### src/hw/rtl/kcl_pkg.sv
// ----------------------------------------------------------------------------
// kcl_pkg: shared definitions for the keypad code lock
// Widths, register map, reset values, status codes and the structs that
// travel between the register block and the lock core.
// ----------------------------------------------------------------------------
package kcl_pkg;

    // Largest code the entry buffer can hold, in characters.
    localparam int MAX_CODE_LEN = 8;

    // Field widths.
    localparam int KEY_W    = 8;
    localparam int CNT_W    = 4;
    localparam int TRIAL_W  = 3;
    localparam int SEC_W    = 8;
    localparam int STATUS_W = 3;
    localparam int CODE_W   = 64;

    // Configuration port geometry: 64-bit registers at 8-byte spacing.
    localparam int DATA_W  = 64;
    localparam int ADDR_W  = 5;
    localparam int IDX_LSB = 3;

    // Enter key character.
    localparam logic [KEY_W-1:0] ENTER_KEY = 8'h63;

    // Item kinds.
    localparam logic FUNC_KEY  = 1'b0;
    localparam logic FUNC_TICK = 1'b1;

    // Failed trial counter saturates here.
    localparam logic [TRIAL_W-1:0] TRIALS_SAT = 3'd7;

    // Reset values of the configuration registers ("1234", 4, 3, 120).
    localparam logic [CODE_W-1:0]  CODE_WORD_RST       = 64'd875770417;
    localparam logic [CNT_W-1:0]   CODE_LENGTH_RST     = 4'd4;
    localparam logic [TRIAL_W-1:0] MAX_TRIALS_RST      = 3'd3;
    localparam logic [SEC_W-1:0]   LOCKOUT_SECONDS_RST = 8'd120;

    // Register indexes on the configuration port.
    typedef enum logic [1:0] {
        REG_CODE_WORD,
        REG_CODE_LENGTH,
        REG_MAX_TRIALS,
        REG_LOCKOUT_SECONDS
    } reg_idx_t;

    // Result status codes.
    typedef enum logic [STATUS_W-1:0] {
        STATUS_STORED,
        STATUS_DROPPED,
        STATUS_ACCEPTED,
        STATUS_REJECTED,
        STATUS_LOCKOUT,
        STATUS_IGNORED,
        STATUS_TICK
    } status_t;

    // Configuration seen by the core.
    typedef struct packed {
        logic [CODE_W-1:0]  code_word;
        logic [CNT_W-1:0]   code_length;
        logic [TRIAL_W-1:0] max_trials;
        logic [SEC_W-1:0]   lockout_seconds;
    } cfg_t;

    // One result beat.
    typedef struct packed {
        status_t            status;
        logic               unlocked;
        logic               locked_out;
        logic [SEC_W-1:0]   seconds_left;
        logic [CNT_W-1:0]   keys_entered;
        logic [TRIAL_W-1:0] trials_used;
    } result_t;

endpackage

### src/hw/rtl/kcl_cfg_regs.sv
// ----------------------------------------------------------------------------
// kcl_cfg_regs: configuration register block
// APB-style slave holding the code word, code length, trial limit and
// lockout length. Zero wait states; reads return the stored values.
// ----------------------------------------------------------------------------
module kcl_cfg_regs (
    input  logic                        clk,
    input  logic                        rst_n,
    input  logic                        psel,
    input  logic                        penable,
    input  logic                        pwrite,
    input  logic [kcl_pkg::ADDR_W-1:0]  paddr,
    input  logic [kcl_pkg::DATA_W-1:0]  pwdata,
    output logic [kcl_pkg::DATA_W-1:0]  prdata,
    output logic                        pready,
    output kcl_pkg::cfg_t               cfg
);

    kcl_pkg::cfg_t    cfg_reg;
    kcl_pkg::reg_idx_t reg_idx;
    logic             wr_en;

    // Register select comes from the address bits above the 8-byte offset.
    assign reg_idx = kcl_pkg::reg_idx_t'(paddr[kcl_pkg::ADDR_W-1:kcl_pkg::IDX_LSB]);
    assign wr_en   = psel && penable && pwrite;
    assign pready  = 1'b1;

    // Register writes; each register keeps only its own low bits.
    always_ff @(posedge clk or negedge rst_n)
    begin
        if (!rst_n)
        begin
            cfg_reg.code_word       <= kcl_pkg::CODE_WORD_RST;
            cfg_reg.code_length     <= kcl_pkg::CODE_LENGTH_RST;
            cfg_reg.max_trials      <= kcl_pkg::MAX_TRIALS_RST;
            cfg_reg.lockout_seconds <= kcl_pkg::LOCKOUT_SECONDS_RST;
        end
        else if (wr_en)
        begin
            case (reg_idx)
                kcl_pkg::REG_CODE_WORD:
                    cfg_reg.code_word <= pwdata[kcl_pkg::CODE_W-1:0];
                kcl_pkg::REG_CODE_LENGTH:
                    cfg_reg.code_length <= pwdata[kcl_pkg::CNT_W-1:0];
                kcl_pkg::REG_MAX_TRIALS:
                    cfg_reg.max_trials <= pwdata[kcl_pkg::TRIAL_W-1:0];
                kcl_pkg::REG_LOCKOUT_SECONDS:
                    cfg_reg.lockout_seconds <= pwdata[kcl_pkg::SEC_W-1:0];
                default:
                    cfg_reg <= cfg_reg;
            endcase
        end
    end

    // Read mux.
    always_comb
    begin
        case (reg_idx)
            kcl_pkg::REG_CODE_WORD:
                prdata = kcl_pkg::DATA_W'(cfg_reg.code_word);
            kcl_pkg::REG_CODE_LENGTH:
                prdata = kcl_pkg::DATA_W'(cfg_reg.code_length);
            kcl_pkg::REG_MAX_TRIALS:
                prdata = kcl_pkg::DATA_W'(cfg_reg.max_trials);
            kcl_pkg::REG_LOCKOUT_SECONDS:
                prdata = kcl_pkg::DATA_W'(cfg_reg.lockout_seconds);
            default:
                prdata = '0;
        endcase
    end

    assign cfg = cfg_reg;

endmodule

### src/hw/rtl/kcl_core.sv
// ----------------------------------------------------------------------------
// kcl_core: lock state and per-item update
// Input register, a single pass of update logic over the lock state, and
// a result register. The state advances when an item leaves the input
// register for the result register.
// ----------------------------------------------------------------------------
module kcl_core #(
    parameter int MaxCodeLen = kcl_pkg::MAX_CODE_LEN
) (
    input  logic                        clk,
    input  logic                        rst_n,
    input  kcl_pkg::cfg_t               cfg,
    input  logic                        in_valid,
    output logic                        in_stall,
    input  logic                        func,
    input  logic [kcl_pkg::KEY_W-1:0]   key,
    output logic                        out_valid,
    input  logic                        out_stall,
    output kcl_pkg::result_t            result
);

    // Input stage.
    logic                        in_valid_reg;
    logic                        func_reg;
    logic [kcl_pkg::KEY_W-1:0]   key_reg;

    // Lock state.
    logic [kcl_pkg::KEY_W-1:0]   entry_buf_reg [MaxCodeLen];
    logic [kcl_pkg::CNT_W-1:0]   entry_count_reg;
    logic [kcl_pkg::CNT_W-1:0]   entry_count_next;
    logic                        entry_overflow_reg;
    logic                        entry_overflow_next;
    logic [kcl_pkg::TRIAL_W-1:0] failed_trials_reg;
    logic [kcl_pkg::TRIAL_W-1:0] failed_trials_next;
    logic [kcl_pkg::SEC_W-1:0]   lockout_reg;
    logic [kcl_pkg::SEC_W-1:0]   lockout_next;
    logic                        unlocked_reg;
    logic                        unlocked_next;

    // Result stage.
    logic                        out_valid_reg;
    kcl_pkg::result_t            result_reg;

    // Update logic.
    logic                        advance;
    logic                        accept;
    logic                        buf_we;
    logic                        mismatch;
    logic                        entry_match;
    logic [kcl_pkg::TRIAL_W-1:0] trials_inc;
    kcl_pkg::status_t            status_next;

    // An item moves on when the result register is free or being drained.
    assign advance  = in_valid_reg && (!out_valid_reg || !out_stall);
    assign in_stall = in_valid_reg && !advance;
    assign accept   = in_valid && !in_stall;

    // Input register.
    always_ff @(posedge clk or negedge rst_n)
    begin
        if (!rst_n)
        begin
            in_valid_reg <= 1'b0;
        end
        else if (!in_valid_reg || advance)
        begin
            in_valid_reg <= in_valid;
        end
    end

    always_ff @(posedge clk)
    begin
        if (accept)
        begin
            func_reg <= func;
            key_reg  <= key;
        end
    end

    // Compare the held characters with the code, one byte lane per slot.
    always_comb
    begin
        mismatch = 1'b0;
        for (int i = 0; i < MaxCodeLen; i++)
        begin
            if ((kcl_pkg::CNT_W'(i) < entry_count_reg) &&
                (entry_buf_reg[i] != cfg.code_word[8*i +: 8]))
            begin
                mismatch = 1'b1;
            end
        end
    end

    assign entry_match = !entry_overflow_reg && !mismatch &&
                         (entry_count_reg == cfg.code_length);

    assign trials_inc = (failed_trials_reg == kcl_pkg::TRIALS_SAT) ?
                        failed_trials_reg : failed_trials_reg + 1'b1;

    // Next state for one item.
    always_comb
    begin
        entry_count_next    = entry_count_reg;
        entry_overflow_next = entry_overflow_reg;
        failed_trials_next  = failed_trials_reg;
        lockout_next        = lockout_reg;
        unlocked_next       = unlocked_reg;
        buf_we              = 1'b0;
        status_next         = kcl_pkg::STATUS_TICK;

        if (func_reg == kcl_pkg::FUNC_TICK)
        begin
            if (lockout_reg != '0)
            begin
                lockout_next = lockout_reg - 1'b1;
            end
            status_next = kcl_pkg::STATUS_TICK;
        end
        else if (unlocked_reg || (lockout_reg != '0))
        begin
            status_next = kcl_pkg::STATUS_IGNORED;
        end
        else if (key_reg == kcl_pkg::ENTER_KEY)
        begin
            if (entry_match)
            begin
                unlocked_next = 1'b1;
                status_next   = kcl_pkg::STATUS_ACCEPTED;
            end
            else if (trials_inc >= cfg.max_trials)
            begin
                failed_trials_next = '0;
                lockout_next       = cfg.lockout_seconds;
                status_next        = kcl_pkg::STATUS_LOCKOUT;
            end
            else
            begin
                failed_trials_next = trials_inc;
                status_next        = kcl_pkg::STATUS_REJECTED;
            end
            entry_count_next    = '0;
            entry_overflow_next = 1'b0;
        end
        else if (entry_count_reg < kcl_pkg::CNT_W'(MaxCodeLen))
        begin
            buf_we           = 1'b1;
            entry_count_next = entry_count_reg + 1'b1;
            status_next      = kcl_pkg::STATUS_STORED;
        end
        else
        begin
            entry_overflow_next = 1'b1;
            status_next         = kcl_pkg::STATUS_DROPPED;
        end
    end

    // Control state.
    always_ff @(posedge clk or negedge rst_n)
    begin
        if (!rst_n)
        begin
            entry_count_reg    <= '0;
            entry_overflow_reg <= 1'b0;
            failed_trials_reg  <= '0;
            lockout_reg        <= '0;
            unlocked_reg       <= 1'b0;
        end
        else if (advance)
        begin
            entry_count_reg    <= entry_count_next;
            entry_overflow_reg <= entry_overflow_next;
            failed_trials_reg  <= failed_trials_next;
            lockout_reg        <= lockout_next;
            unlocked_reg       <= unlocked_next;
        end
    end

    // Entry buffer: the slot at the current count takes the key.
    always_ff @(posedge clk)
    begin
        for (int i = 0; i < MaxCodeLen; i++)
        begin
            if (advance && buf_we && (entry_count_reg == kcl_pkg::CNT_W'(i)))
            begin
                entry_buf_reg[i] <= key_reg;
            end
        end
    end

    // Result register.
    always_ff @(posedge clk or negedge rst_n)
    begin
        if (!rst_n)
        begin
            out_valid_reg <= 1'b0;
        end
        else if (advance)
        begin
            out_valid_reg <= 1'b1;
        end
        else if (!out_stall)
        begin
            out_valid_reg <= 1'b0;
        end
    end

    always_ff @(posedge clk)
    begin
        if (advance)
        begin
            result_reg.status       <= status_next;
            result_reg.unlocked     <= unlocked_next;
            result_reg.locked_out   <= (lockout_next != '0);
            result_reg.seconds_left <= lockout_next;
            result_reg.keys_entered <= entry_count_next;
            result_reg.trials_used  <= failed_trials_next;
        end
    end

    assign out_valid = out_valid_reg;
    assign result    = result_reg;

endmodule

### src/hw/rtl/keypad_code_lock_top.sv
// ----------------------------------------------------------------------------
// keypad_code_lock_top: keypad code lock with lockout
//
//   channel   direction  handshake            payload
//   in        sink       in_valid/in_stall    func, key
//   out       source     out_valid/out_stall  status, unlocked, locked_out,
//                                             seconds_left, keys_entered,
//                                             trials_used
//   cfg       APB slave  psel/penable/pready  paddr, pwdata, prdata
//
// One item per cycle is taken while in_stall is low; its result beat passes
// through the input register, then the result register.
// The result register decouples the sides: a new item is taken while a
// result waits, and input stalls only when both registers are full.
// Reset (rst_n low, asynchronous) clears the lock state and loads the
// default code "1234", length 4, three trials and a 120-tick lockout.
// ----------------------------------------------------------------------------
module keypad_code_lock_top #(
    parameter int MaxCodeLen = kcl_pkg::MAX_CODE_LEN
) (
    input  logic                          clk,
    input  logic                          rst_n,
    input  logic                          in_valid,
    output logic                          in_stall,
    input  logic                          func,
    input  logic [kcl_pkg::KEY_W-1:0]     key,
    output logic                          out_valid,
    input  logic                          out_stall,
    output logic [kcl_pkg::STATUS_W-1:0]  status,
    output logic                          unlocked,
    output logic                          locked_out,
    output logic [kcl_pkg::SEC_W-1:0]     seconds_left,
    output logic [kcl_pkg::CNT_W-1:0]     keys_entered,
    output logic [kcl_pkg::TRIAL_W-1:0]   trials_used,
    input  logic                          psel,
    input  logic                          penable,
    input  logic                          pwrite,
    input  logic [kcl_pkg::ADDR_W-1:0]    paddr,
    input  logic [kcl_pkg::DATA_W-1:0]    pwdata,
    output logic [kcl_pkg::DATA_W-1:0]    prdata,
    output logic                          pready
);

    kcl_pkg::cfg_t    cfg;
    kcl_pkg::result_t result;

    // Configuration registers.
    kcl_cfg_regs u_cfg_regs (
        .clk     (clk),
        .rst_n   (rst_n),
        .psel    (psel),
        .penable (penable),
        .pwrite  (pwrite),
        .paddr   (paddr),
        .pwdata  (pwdata),
        .prdata  (prdata),
        .pready  (pready),
        .cfg     (cfg)
    );

    // Lock core.
    kcl_core #(
        .MaxCodeLen (MaxCodeLen)
    ) u_core (
        .clk       (clk),
        .rst_n     (rst_n),
        .cfg       (cfg),
        .in_valid  (in_valid),
        .in_stall  (in_stall),
        .func      (func),
        .key       (key),
        .out_valid (out_valid),
        .out_stall (out_stall),
        .result    (result)
    );

    // Result beat onto the output ports.
    assign status       = result.status;
    assign unlocked     = result.unlocked;
    assign locked_out   = result.locked_out;
    assign seconds_left = result.seconds_left;
    assign keys_entered = result.keys_entered;
    assign trials_used  = result.trials_used;

endmodule

### config.mk
export PLATFORM = sky130hd
export DESIGN_NAME = keypad_code_lock_top
export DESIGN_NICKNAME = d
export VERILOG_FILES = /design/src/hw/rtl/kcl_pkg.sv /design/src/hw/rtl/kcl_cfg_regs.sv /design/src/hw/rtl/kcl_core.sv /design/src/hw/rtl/keypad_code_lock_top.sv
export SDC_FILE = /design/constraint.sdc
export NUM_CORES = 1
export LEC_CHECK = 0
export CAP_MARGIN = 20
export CORE_UTILIZATION = 47
export DETAILED_ROUTE_END_ITERATION = 10
export DONT_BUFFER_PORTS = 1
export GPL_ROUTABILITY_DRIVEN = 0
export REMOVE_ABC_BUFFERS = 1
export SLEW_MARGIN = 20
export SYNTH_ARGS = -nofsm -noshare
export SYNTH_HDL_FRONTEND = slang
export SYNTH_SLANG_ARGS = --single-unit
### constraint.sdc
create_clock -name clk -period 3.72 [get_ports clk]
set_input_delay 0.372 -clock clk [delete_from_list [all_inputs] [get_ports clk]]
set_output_delay 0.372 -clock clk [all_outputs]
set_load 0.03 [all_outputs]
==> results of run 1 <==
-- cell families after synthesis --
| family | share of synthesized area |
|---|---|
| AOI/OAI and AO/OA | 0.0590 |
| xor gates and xnor gates | 0.0691 |
| adders and majority gates | 0.0129 |
| buffers and inverters | 0.0233 |
| DFF | 0.603 |
| muxes | 0.115 |
| other | 0.000429 |
| and+or+nand+nor | 0.117 |
-- cells in the final DEF (no fill, tap or decap), types with 10 or more instances in the layout --
cell type / Yosys / final
a21o_1: 10 / 10
xor2_1: 65 / 65
dfstp_2: 20 / 20
dfrtp_1: 78 / 78
clkbuf_16: 0 / 19
o21ai_0: 17 / 17
inv_1: 17 / 17
nand2_1: 39 / 39
and2_1: 56 / 56
edfxtp_1: 93 / 93
nor2_1: 22 / 21
nor4_1: 14 / 14
mux2_2: 81 / 81
-- critical path, stage by stage, from the launching register on --
cell	delay, ns
dfrtp_1	0.42
inv_1	0.11
ha_1	0.20
nor2b_1	0.21
nand3_1	0.31
or3_1	0.57
nor4_2	0.54
nand2_1	0.18
nor3_1	0.22
buf_4	0.22
-- per-stage QoR --
stage          power [mW]  setup TNS, ns  instances  hold WS, ns
6_report             6.13              0        896       0.0289
5_1_grt              6.44              0        896       0.0146
4_1_cts              6.18              0        895       0.0183
3_5_place_dp         4.38              0        861       0.0800
3_3_place_gp         4.34              0        861       0.0793
2_1_floorplan        4.03        -118.42        625       0.0764
-- report_power, final --
group	switching (mW)	internal [mW]
clock	0.801	0.960
sequential	0.451	2.62
combinational	0.741	0.566
-- area by class of cell --
class                      instances  area share
tap                              229      0.0299
multi-input combinational        416       0.342
clock buffer                      22      0.0518
clock inverter                    10     0.00796
inverter                          18     0.00705
timing repair buffer              10      0.0115
sequential                       191       0.550
-- metal layers --
metal | global-route usage | wire (microns) | up-vias
li1 | - | - | 2343
met1 | 0.290 | 8740 | 2473
met2 | 0.310 | 8540 | 164
met3 | 0.0520 | 1100 | 19
met4 | 0.0609 | 235 | 0
met5 | 0 | 0 | -
-- worst paths after layout --
check                           depth (start not counted)  slack, ns                  start                     endpoint
worst max-delay path                                    9       0.44  u_core.lockout_reg[0]  u_core.entry_buf_reg[0][10]
worst min-delay path                                    0       0.03                 key[5]            u_core.key_reg[5]
worst max register to register                          9       0.44  u_core.lockout_reg[0]  u_core.entry_buf_reg[0][10]
worst min register to register                          1       0.50    u_core.in_valid_reg             u_core.out_valid
max in group asynchronous                               2       2.77                  rst_n            u_cfg_regs.cfg[8]
min in group asynchronous                               2       0.53                  rst_n           u_cfg_regs.cfg[75]
==> impl_metrics.py, run 1 <==
metrics = {
    "route": {
        "drc": 28,
        "postRouteAntennaNets": 0,
        "drtPass1Iterations": 10,
        "routed_wl_mm": 18.6,
        "vias": 4999,
        "avgRoutedWirePerCell_microns": 20.8,
        "viasPerCell": 5.58,
        "drt_iter0_drc": 368,
    },
    "sta": {
        "max-slew-margin-rel": 0.332,
        "finalCritPeriodShare": 0.881,
        "finalHoldViolations": 0,
        "rsz0062_at_grt": "false",
        "worstMarginPinSlew_ns": 0.991,
        "setup_viol": 0,
        "fmax_mhz": 305,
        "finClkSkew_ns": 0.0202,
        "setup_ws_ns": 0.441,
        "maxSlewViolCount": 0,
        "min_period_ns": 3.28,
    },
    "floorplanning": {
        "die_h_microns": 138,
        "rows": 49,
        "start_util": 0.484,
        "dieArea_sq_um": 19200,
        "die_w_microns": 138,
        "core_area_sq_um": 18100,
        "io_pins": 172,
    },
    "logic_synthesis": {
        "syn_area_sq_um": 8740,
        "syn_area_per_cell_sq_um": 13.5,
        "yosysMostFrequentCell": "edfxtp_1",
        "synth-seq-area-share": 0.603,
        "synthTopCellsByArea": "edfxtp_1, dfrtp_1, mux2_2, xor2_1, dfstp_2",
        "syn_inst": 647,
        "synth_edf_count": 93,
        "async_reset_ff_frac": 0.513,
        "synth_ff_type": "edfxtp_1",
        "yosysUniqueCellTypes": 59,
        "yosys.area.top_type_share": 0.319,
        "yosys-top-cells-count": "edfxtp_1, mux2_2, dfrtp_1, xor2_1, and2_1",
        "synth-seq-cells": 191,
        "synth_top_cell_by_area": "edfxtp_1",
        "synth_warnings": 0,
    },
    "cts": {
        "cts_resized": 0,
        "htree_levels": 4,
        "post_cts_buffers": 0,
        "clk_pin_slew_ns": 0.07,
        "cts_tree": "done",
        "root_buffer": "clkbuf_16",
        "holdBufCountCts": 2,
        "insertion_delay_ns": 0.44,
        "numClockSinks": 191,
        "clk_path_buf_depth": 2,
        "numCtsBuffers": 17,
    },
    "global_route": {
        "track_usage": 0.204,
        "grt_pass1_wl_mm": 29.5,
        "grt_overflow": 0,
        "grt_start_max_net_pins": 99,
        "antenna_found_initial": 0,
        "grt_pass1_vias": 5080,
    },
    "cells_and_area": {
        "nets": 748,
        "multiInputGateArea_sq_um": 3280,
        "fillers": 1505,
        "largest_reg_flops": 79,
        "area_delta_synth_final_pct": 9.67,
        "layout-drive-gt1-share": 0.241,
        "post-route-util": 0.530,
        "seq_area_sq_um": 5270,
        "finish.instance_area_sq_um": 9590,
        "n_antenna_cell": 0,
    },
    "setup_path": {
        "critPathLaunchType": "flop",
        "crit_arrival_ns": 3.42,
        "critical_path_class": "reg2reg",
        "cp_max_fo": 10,
        "worstPathRequired_ns": 3.87,
        "endpoint_kind": "flop",
    },
    "pwr": {
        "p_per_area_nw_per_um2": 640,
        "ir_worst_vdd_v": 0.000333,
        "p_leak_nw": 3.74,
    },
    "run_status": {
        "violations": "design-rule violations",
        "status": "complete, but fails checks",
    },
    "place": {
        "hpwl_mm": 12.8,
        "io_buffers": 0,
        "dp_worst_setup_slack_ns": 0.508,
        "dpl_cell_area_sq_um": 8960,
    },
    "flow_run": {
        "drv_cap": 0,
    },
    "worst_hold_path": {
        "min_path_type": "in2reg",
    },
}
(Power assumes the default switching activity.)
==> run 2: changes to the inputs <==
--- a/config.mk
+++ b/config.mk
@@ -8,2 +8,3 @@
 export CAP_MARGIN = 20
+export CORE_ASPECT_RATIO = 1.2
 export CORE_UTILIZATION = 47
--- a/constraint.sdc
+++ b/constraint.sdc
@@ -3,2 +3,2 @@
 set_output_delay 0.372 -clock clk [all_outputs]
-set_load 0.03 [all_outputs]
+set_load 0.005 [all_outputs]
==> run 2 against run 1 <==
The flow now finishes without violations. Non-clock buffer count grew 5. Register-to-register slack gained 0.17 ns. Power shrank 2.5%. Global-route usage grew 0.050 points. Count of clock-buffer cells in the layout shrank 5. Maximum frequency grew 5.3%. Cell area grew 0.73%. Final cell count is the same. Sequential cell count is the same. Sequential power shrank 3%. First-iteration DRC count shrank 10%. Critical path depth is the same. Critical path type unchanged. Largest power group unchanged. Highest routed layer unchanged.
==> impl_metrics.py, run 2 (synthesis gave the netlist of run 1 again) <==
metrics = {
    "sta": {
        "worstMarginPinSlew_ns": 0.860,
        "rsz0062_at_grt": "false",
        "setup_ws_ns": 0.607,
        "finClkSkew_ns": 0.0108,
        "fmax_mhz": 321,
        "holdWs_ns": 0.0302,
        "maxSlewViolCount": 0,
        "max-slew-margin-rel": 0.427,
        "finalHoldViolations": 0,
        "finalCritPeriodShare": 0.837,
        "setup_viol": 0,
        "min_period_ns": 3.11,
    },
    "route": {
        "viasPerCell": 5.66,
        "topRoutingLayerUsed": "met4",
        "met2_length_mm": 10.2,
        "drc": 0,
        "wl_met3_microns": 833,
        "routed_wl_mm": 18.9,
        "met1Wirelength_mm": 7.60,
        "postRouteAntennaNets": 0,
        "vias": 5069,
        "drt_iter0_drc": 330,
        "avgRoutedWirePerCell_microns": 21.1,
        "drtPass1Iterations": 4,
    },
    "global_route": {
        "grt_start_max_net_pins": 99,
        "antenna_found_initial": 0,
        "track_usage": 0.205,
        "grt_pass1_wl_mm": 28.9,
        "grt_overflow": 0,
        "grt_pass1_vias": 5093,
    },
    "cells_and_area": {
        "n_antenna_cell": 0,
        "final_cell_mix": "edfxtp_1, mux2_2, dfrtp_1",
        "layout-drive-gt1-share": 0.241,
        "largest_reg_flops": 79,
        "area_delta_synth_final_pct": 10.5,
        "final_common_cell": "edfxtp_1",
        "seq_area_sq_um": 5270,
        "layout.cells.non_filler": 896,
        "nets": 753,
        "multiInputGateArea_sq_um": 3280,
        "fillers": 1498,
    },
    "setup_path": {
        "cp_max_fo": 8,
        "critical_path_class": "reg2reg",
        "endpoint_kind": "flop",
        "worstPathRequired_ns": 3.87,
        "critPathLaunchType": "flop",
        "crit_arrival_ns": 3.26,
        "rr_startpoint": "u_core.lockout_reg[0]",
        "startpoint": "u_core.lockout_reg[0]",
    },
    "floorplanning": {
        "io_pins": 172,
        "rows": 54,
        "core_area_sq_um": 18200,
        "die_h_microns": 151,
        "die_w_microns": 127,
        "dieArea_sq_um": 19200,
        "start_util": 0.481,
    },
    "place": {
        "hpwl_mm": 13.2,
        "dp_worst_setup_slack_ns": 0.656,
        "io_buffers": 0,
        "dp.cells": 854,
    },
    "pwr": {
        "totalPowerFinal_mw": 5.98,
        "switchingPower_mw": 1.83,
        "p_per_area_nw_per_um2": 619,
        "seq_power_share": 0.498,
        "ir_worst_vdd_v": 0.000356,
        "combPwrFrac": 0.198,
        "p_leak_nw": 3.76,
        "p_clk_frac": 0.304,
        "swShare": 0.307,
        "p_int_mw": 4.15,
    },
    "run_status": {
        "status": "completed",
    },
    "worst_hold_path": {
        "worstHoldStart": "func",
        "min_path_type": "in2reg",
    },
    "cts": {
        "post_cts_buffers": 0,
        "htree_levels": 4,
        "clk_pin_slew_ns": 0.08,
        "root_buffer": "clkbuf_16",
        "numClockSinks": 191,
        "insertion_delay_ns": 0.44,
        "clk_path_buf_depth": 2,
        "cts_tree": "done",
        "numCtsBuffers": 17,
    },
    "flow_run": {
        "drv_cap": 0,
    },
}
-- run 2: cell types whose count changed in the layout (fill, tap and decap cells not counted), sizes merged, moves of 2 or more --
cell	delta
clkbuf	-5
buf	-2
inv	+6
dlygate4sd3	+7
clkinvlp	+2
clkinv	-4
-- run 2: per-layer routing --
layer / global-route usage / up-vias
met2: 0.376 / 130
met3: 0.0480 / 21
li1: - / 2359
met5: 0 / -
met4: 0.0602 / 0
met1: 0.238 / 2559
-- run 2: worst paths after layout --
kind,slack [ns],cells after the start,end
setup / recovery,0.61,9,u_core.entry_buf_reg[1][8]
hold / removal,0.03,0,u_core.func_reg
setup reg to reg,0.61,9,u_core.entry_buf_reg[1][8]
hold reg to reg,0.50,1,u_core.out_valid
max in group asynchronous,2.73,2,u_cfg_regs.cfg[13]
min in group asynchronous,0.58,2,u_cfg_regs.cfg[75]
-- run 2: timing repair --
| item | in CTS | in global routing |
|---|---|---|
| setup endpoints to repair | 0 | 0 |
| hold buffers | 2 | 7 |
| endpoints found under the hold margin | 98 | 7 |
| resized for setup | 0 | 0 |
-- run 2: layout make-up --
class / count / share of cell area
clock buffer: 17 / 0.0440
clock inverter: 15 / 0.0175
sequential: 191 / 0.546
timing repair buffer: 15 / 0.0171
inverter: 18 / 0.00699
tap: 224 / 0.0290
multi-input combinational: 416 / 0.340
-- run 2: power by group through the flow --
stage	clock network (mW)	logic, mW	registers, mW
after floorplan	0	0.934	2.88
after global placement	0	1.10	3.02
after detailed placement	0	1.14	3.03
after CTS	1.85	1.18	2.99
after global routing	1.94	1.32	3.03
final	1.82	1.18	2.98
-- run 2: stage by stage --
stage	utilization	setup TNS, ns	instance area, sq um
detailed placement	0.492	0	8940
finish	0.532	0	9660
global route	0.532	0	9660
floorplan	-	-118.42	8610
CTS	0.527	0	9570
global placement	0.492	0	8940
-- run 2: critical path: stages, from the launching register on --
cell and delay [ns]:
dfrtp_1 0.41, inv_1 0.12, ha_1 0.23, nor2b_1 0.24, nand3_1 0.14, or3_1 0.48, nor4_2 0.56, nand2_1 0.21
nor3b_1 0.22, buf_4 0.20
